--- config.mk ---
export PLATFORM = sky130hd
export DESIGN_NAME = lpcc_cfg
export DESIGN_NICKNAME = d
export VERILOG_FILES = /design/src/rtl/lpcc_pkg.sv /design/src/rtl/lpcc_cfg.sv
export SDC_FILE = /design/constraint.sdc
export NUM_CORES = 1
export LEC_CHECK = 0
export ABC_AREA = 1
export BUFFER_PORTS_ARGS = -buffer_cell sky130_fd_sc_hd__buf_4
export CORE_MARGIN = 3
export CORE_UTILIZATION = 50
export CTS_BUF_LIST = sky130_fd_sc_hd__clkbuf_8
export CTS_CLUSTER_SIZE = 25
export DETAILED_ROUTE_END_ITERATION = 16
export GPL_TIMING_DRIVEN = 0
export MAX_ROUTING_LAYER = met4
export PLACE_DENSITY = 0.88
export REMOVE_ABC_BUFFERS = 1
export SYNTH_ARGS = -nofsm -noshare
export SYNTH_HDL_FRONTEND = slang
export SYNTH_SLANG_ARGS = --single-unit
--- constraint.sdc ---
create_clock -name clk -period 1.9 [get_ports clk]
set_input_delay 0 -clock clk [delete_from_list [all_inputs] [get_ports clk]]
set_output_delay 0 -clock clk [all_outputs]
set_load 0.005 [all_outputs]
--- src/rtl/lpcc_pkg.sv ---
package lpcc_pkg;

  localparam int MAX_WIDTH  = 1024;
  localparam int MAX_HEIGHT = 1024;
  localparam int COL_W      = $clog2(MAX_WIDTH);
  localparam int ROW_W      = $clog2(MAX_HEIGHT);
  localparam int PIX_DEPTH  = MAX_WIDTH * MAX_HEIGHT;

  // Commands.
  localparam logic [1:0] CMD_COEF  = 2'd0;
  localparam logic [1:0] CMD_PIXEL = 2'd1;
  localparam logic [1:0] CMD_POINT = 2'd2;

  // Register indexes on the configuration port.
  localparam int APB_AW = 5;
  localparam logic [2:0] REG_WIDTH  = 3'd0;
  localparam logic [2:0] REG_HEIGHT = 3'd1;
  localparam logic [2:0] REG_MINROW = 3'd2;
  localparam logic [2:0] REG_NEAR   = 3'd3;
  localparam logic [2:0] REG_FAR    = 3'd4;

  localparam logic [10:0] RST_WIDTH  = 11'd1024;
  localparam logic [10:0] RST_HEIGHT = 11'd1024;
  localparam logic [9:0]  RST_MINROW = 10'd400;
  localparam logic [30:0] RST_NEAR   = 31'd13107;
  localparam logic [30:0] RST_FAR    = 31'd655360;

  // Coefficient slots that the datapath reads.
  localparam int NUM_COEF_USED = 33;
  localparam int C_R   = 0;
  localparam int C_T   = 9;
  localparam int C_K1  = 12;
  localparam int C_K2  = 13;
  localparam int C_P1  = 14;
  localparam int C_P2  = 15;
  localparam int C_K3  = 16;
  localparam int C_FX  = 17;
  localparam int C_CX  = 18;
  localparam int C_FY  = 19;
  localparam int C_CY  = 20;
  localparam int C_P   = 21;
  localparam int C_PT  = 30;

  localparam int DIV_STEPS = 32;
  // Side data travels alongside the divider and the eleven stages after it.
  localparam int SIDE_DEPTH = DIV_STEPS + 1 + 11;

  typedef logic signed [31:0] q32_t;
  typedef logic signed [39:0] prod_t;
  typedef logic signed [41:0] cam_t;

  typedef struct packed {
    logic [10:0] image_width;
    logic [10:0] image_height;
    logic [9:0]  min_row;
    logic [30:0] depth_near;
    logic [30:0] depth_far;
  } cfg_t;

  typedef struct packed {
    logic             v;
    logic             pt;
    logic [ROW_W-1:0] row;
    logic [COL_W-1:0] col;
    logic [23:0]      rgb;
    q32_t             gx;
    q32_t             gy;
    q32_t             gz;
  } side_t;

  // Product shifted right by 24 with floor rounding.
  function automatic prod_t mul24(input q32_t a, input q32_t b);
    logic signed [63:0] p;
    p = a * b;
    return p[63:24];
  endfunction

  function automatic q32_t sat32(input logic signed [47:0] v);
    if (v > 48'sd2147483647) begin
      return 32'sh7fffffff;
    end else if (v < -48'sd2147483648) begin
      return 32'sh80000000;
    end
    return v[31:0];
  endfunction

endpackage

--- src/rtl/lpcc_cfg.sv ---
module lpcc_cfg import lpcc_pkg::*; (
  input  logic              clk,
  input  logic              rst,
  input  logic              psel,
  input  logic              penable,
  input  logic              pwrite,
  input  logic [APB_AW-1:0] paddr,
  input  logic [31:0]       pwdata,
  output logic [31:0]       prdata,
  output logic              pready,
  output cfg_t              cfg
);

  logic [2:0] idx;

  assign idx    = paddr[APB_AW-1:2];
  assign pready = 1'b1;

  always_ff @(posedge clk) begin
    if (rst) begin
      cfg.image_width  <= RST_WIDTH;
      cfg.image_height <= RST_HEIGHT;
      cfg.min_row      <= RST_MINROW;
      cfg.depth_near   <= RST_NEAR;
      cfg.depth_far    <= RST_FAR;
    end else if (psel && penable && pwrite) begin
      unique case (idx)
        REG_WIDTH:  cfg.image_width  <= pwdata[10:0];
        REG_HEIGHT: cfg.image_height <= pwdata[10:0];
        REG_MINROW: cfg.min_row      <= pwdata[9:0];
        REG_NEAR:   cfg.depth_near   <= pwdata[30:0];
        REG_FAR:    cfg.depth_far    <= pwdata[30:0];
        default: ;
      endcase
    end
  end

  always_comb begin
    unique case (idx)
      REG_WIDTH:  prdata = {21'b0, cfg.image_width};
      REG_HEIGHT: prdata = {21'b0, cfg.image_height};
      REG_MINROW: prdata = {22'b0, cfg.min_row};
      REG_NEAR:   prdata = {1'b0, cfg.depth_near};
      REG_FAR:    prdata = {1'b0, cfg.depth_far};
      default:    prdata = '0;
    endcase
  end

endmodule

==> flow_metrics.tcl <==
set metrics [dict create \
    outcome "completed" \
    postCtsSetupBuffers 0 \
    slew_viol_final 0 \
    clk_pin_slew_worst_paths_ps 100 \
    totalWireLength_mm 13.7 \
    slowest_stage_delay_cp_ps 860 \
    clock-sinks 94 \
    max_cap_violations 0 \
    worstPathCellList "buf_4, inv_1, nand2_1, nor2_1, nand2_1, nand2_1, inv_1, nand2_1, buf_4" \
    io_pins 169 \
    final_net_count 921 \
    yosys.area.top_type_share_pct 40.9 \
    final_clock_period_utilization_by_the_worst_path_pct 92.5 \
    fin_skew_ps 0 \
    worst-endpoint-arrival_ps 1760 \
    layout_min_cycle_time_ps 1760 \
    timing.max_slew.rel_slack_pct 18.2 \
    synth.yosys.warnings 0 \
    die-area_um2 10400 \
    critical_path.top_delay_family "simple AND/OR/NAND/NOR gates" \
    grt_antenna_before_repair 0 \
    max_freq_mhz 569 \
    fp.coreArea_um2 8810 \
    htree_levels 3 \
    worst_setup_path_end_kind "output pin" \
    drt_pre_antenna_iters 5 \
    viasPerCell 5.07 \
    numPlacedInstances 947 \
    detail_route.drc_violations 0 \
    synth.area.top_cells "dfxtp_1, nand2_1, nor2_1" \
    dp_hpwl_mm 8.44 \
    first_pass_grt_wire_length_mm 21.3 \
    setup_viol_count_final 0 \
    routed-via-count 5029 \
    insertedDiodeCount 0 \
    globalplace.congestion 0.819 \
    io_buffer_count 163 \
    synthesis.instances 725 \
    leftover_overflow_at_the_end_of_global_routing 0 \
    syn_area_um2 4600 \
    setup.worst_path.class "primary input to output pin" \
    maximum_number_of_pins_on_one_net_before_global_route_repair 95 \
    synth_seq_cells 94 \
    grt_setup_unrepaired "false" \
    cp_max_fo 26 \
    regMostFlops "cfg" \
    initialDrtViolationCount 247 \
    grt-busiest-layer "met2" \
    post_route_cells_drive_above_1_share_pct 21.8 \
    hold_path_class "primary input to flip-flop" \
    track_usage_pct 26.2 \
    cts_made_buffers 9 \
    post_synth_num_cell_types 19 \
    postSynthAreaPerCell_um2 6.34 \
    tritoncts "built" \
    hold_viol_final 0 \
    die_h_um 102 \
    gr-usage-met1_pct 33.4 \
    use_met2_pct 42.9 \
    layout_top_registers "cfg (94)" \
    synth-seq-area-share_pct 40.9 \
    cts-root-to-sink-buffers 2 \
    largest_reg_flops 94 \
    setup_total_negative_slack_ps 0 \
    finish.cell_count_without_fillers 992 \
    route.antenna.remaining_nets 0 \
    initial_utilization_pct 52.2 \
    grt_pass1_vias 4327 \
    avgRoutedWirePerCell_um 13.8 \
    synth.largest_area_cell "dfxtp_1" \
    vdd_ir_drop_max_mv 0.682 \
    rows 34 \
    clock-root-buffer "clkbuf_8" \
    die_w_um 102 \
    worstMarginPinSlew_ps 1230 \
    layout.filler_cells 795 \
    worst_ep_required_time_ps 1900 \
    global_route_met3_utilization_pct 5.19 \
    p_leak_nw 3.13 \
    cp_common_cell "nand2_1" \
    insertion_delay_of_the_later_clocked_pin_in_the_worst_skew_pair_ps 350 \
    crit_path_start_kind "primary input" \
    pwr_density_cell_nw_per_um2 607 \
    critPathSlowestCell "nor2_1" \
    worstPathBufferInverterCount 4 \
    layout-area-overhead-vs-synth_pct 33.5 \
]
==> cells in the final DEF, fill, tap and decap left out, types with 3 or more instances in the layout <==
master	Yosys	final
inv_1	37	36
clkbuf_8	0	10
dfxtp_1	94	94
nand3_1	102	102
buf_4	13	163
nor2_4	4	4
dlygate4sd3_1	0	28
nand4_1	10	10
nor2_2	1	3
nand2_1	245	245
nor2_1	173	172
==> power breakdown <==
part | switching, mW | internal [mW]
clock network | 0.715 | 0.522
registers | 0.0207 | 1.99
logic | 0.268 | 0.200
total | 1.00 | 2.72
==> Yosys cell counts <==
master    count
o21ai_0       2
nor2_1      173
inv_4         1
nor2_4        4
clkbuf_1     10
buf_4        13
inv_2         2
buf_2        14
nor2_8        1
inv_1        37
nand3_1     102
nand2_1     245
dfxtp_1      94
buf_6         6
nor2_2        1
buf_1         6
nand3_4       2
conb_1        2
nand4_1      10
==> final cells by class <==
type / instances / area [um^2] / area share, %
clock buffers: 10 / 138 / 2.24
clock inverters: 6 / 45.0 / 0.734
inverters: 40 / 155 / 2.53
multi-input cells: 543 / 2270 / 37.1
flip-flops and latches: 94 / 1880 / 30.7
well taps: 108 / 135 / 2.20
repair buffers: 191 / 1500 / 24.5
==> path summary, 6_finish.rpt <==
path / slack, ps / to / start / depth (start not counted)
hold reg to reg: 490 / cfg[44] / cfg[44] / 2
setup reg to reg: 1270 / cfg[40] / cfg[40] / 2
hold / removal: 10 / cfg[33] / pwdata[2] / 5
setup / recovery: 140 / prdata[10] / paddr[2] / 9
==> worst register-to-register path, delay by kind of cell, from the launching register on <==
kind / cells / cell delay [ps]
flops: 1 / 340
simple gates: 2 / 150
==> through the flow <==
stage	cell area [um^2]	util [%]	power [mW]	hold slack, ps	setup slack, ps
3_5_place_dp	5660	64.3	2.48	226	-268
3_3_place_gp	5660	64.3	2.48	222	-577
4_1_cts	6120	69.6	3.74	0.337	79.1
5_1_grt	6130	69.7	3.87	57.2	28.6
6_report	6130	69.7	3.72	10.4	143
2_1_floorplan	4300	-	2.27	126	267
==> what timing repair did <==
action	4_1_cts	5_1_grt
resized for setup	0	1
endpoints found under the setup margin	0	22
hold buffers	28	0
hold endpoints to repair	54	0
==> cells by family after synthesis <==
logic type / synth area share (%)
simple gates: 48.9
flops: 40.9
buf+inv: 9.75
compound gates: 0.218
other cells: 0.163
==> layer usage <==
layer / up-vias / routed length [um]
met5: - / 0
met4: 0 / 174
met3: 13 / 1060
met2: 200 / 6740
met1: 2273 / 5730
li1: 2543 / -
Note: power is estimated with default switching activity, not from simulation.
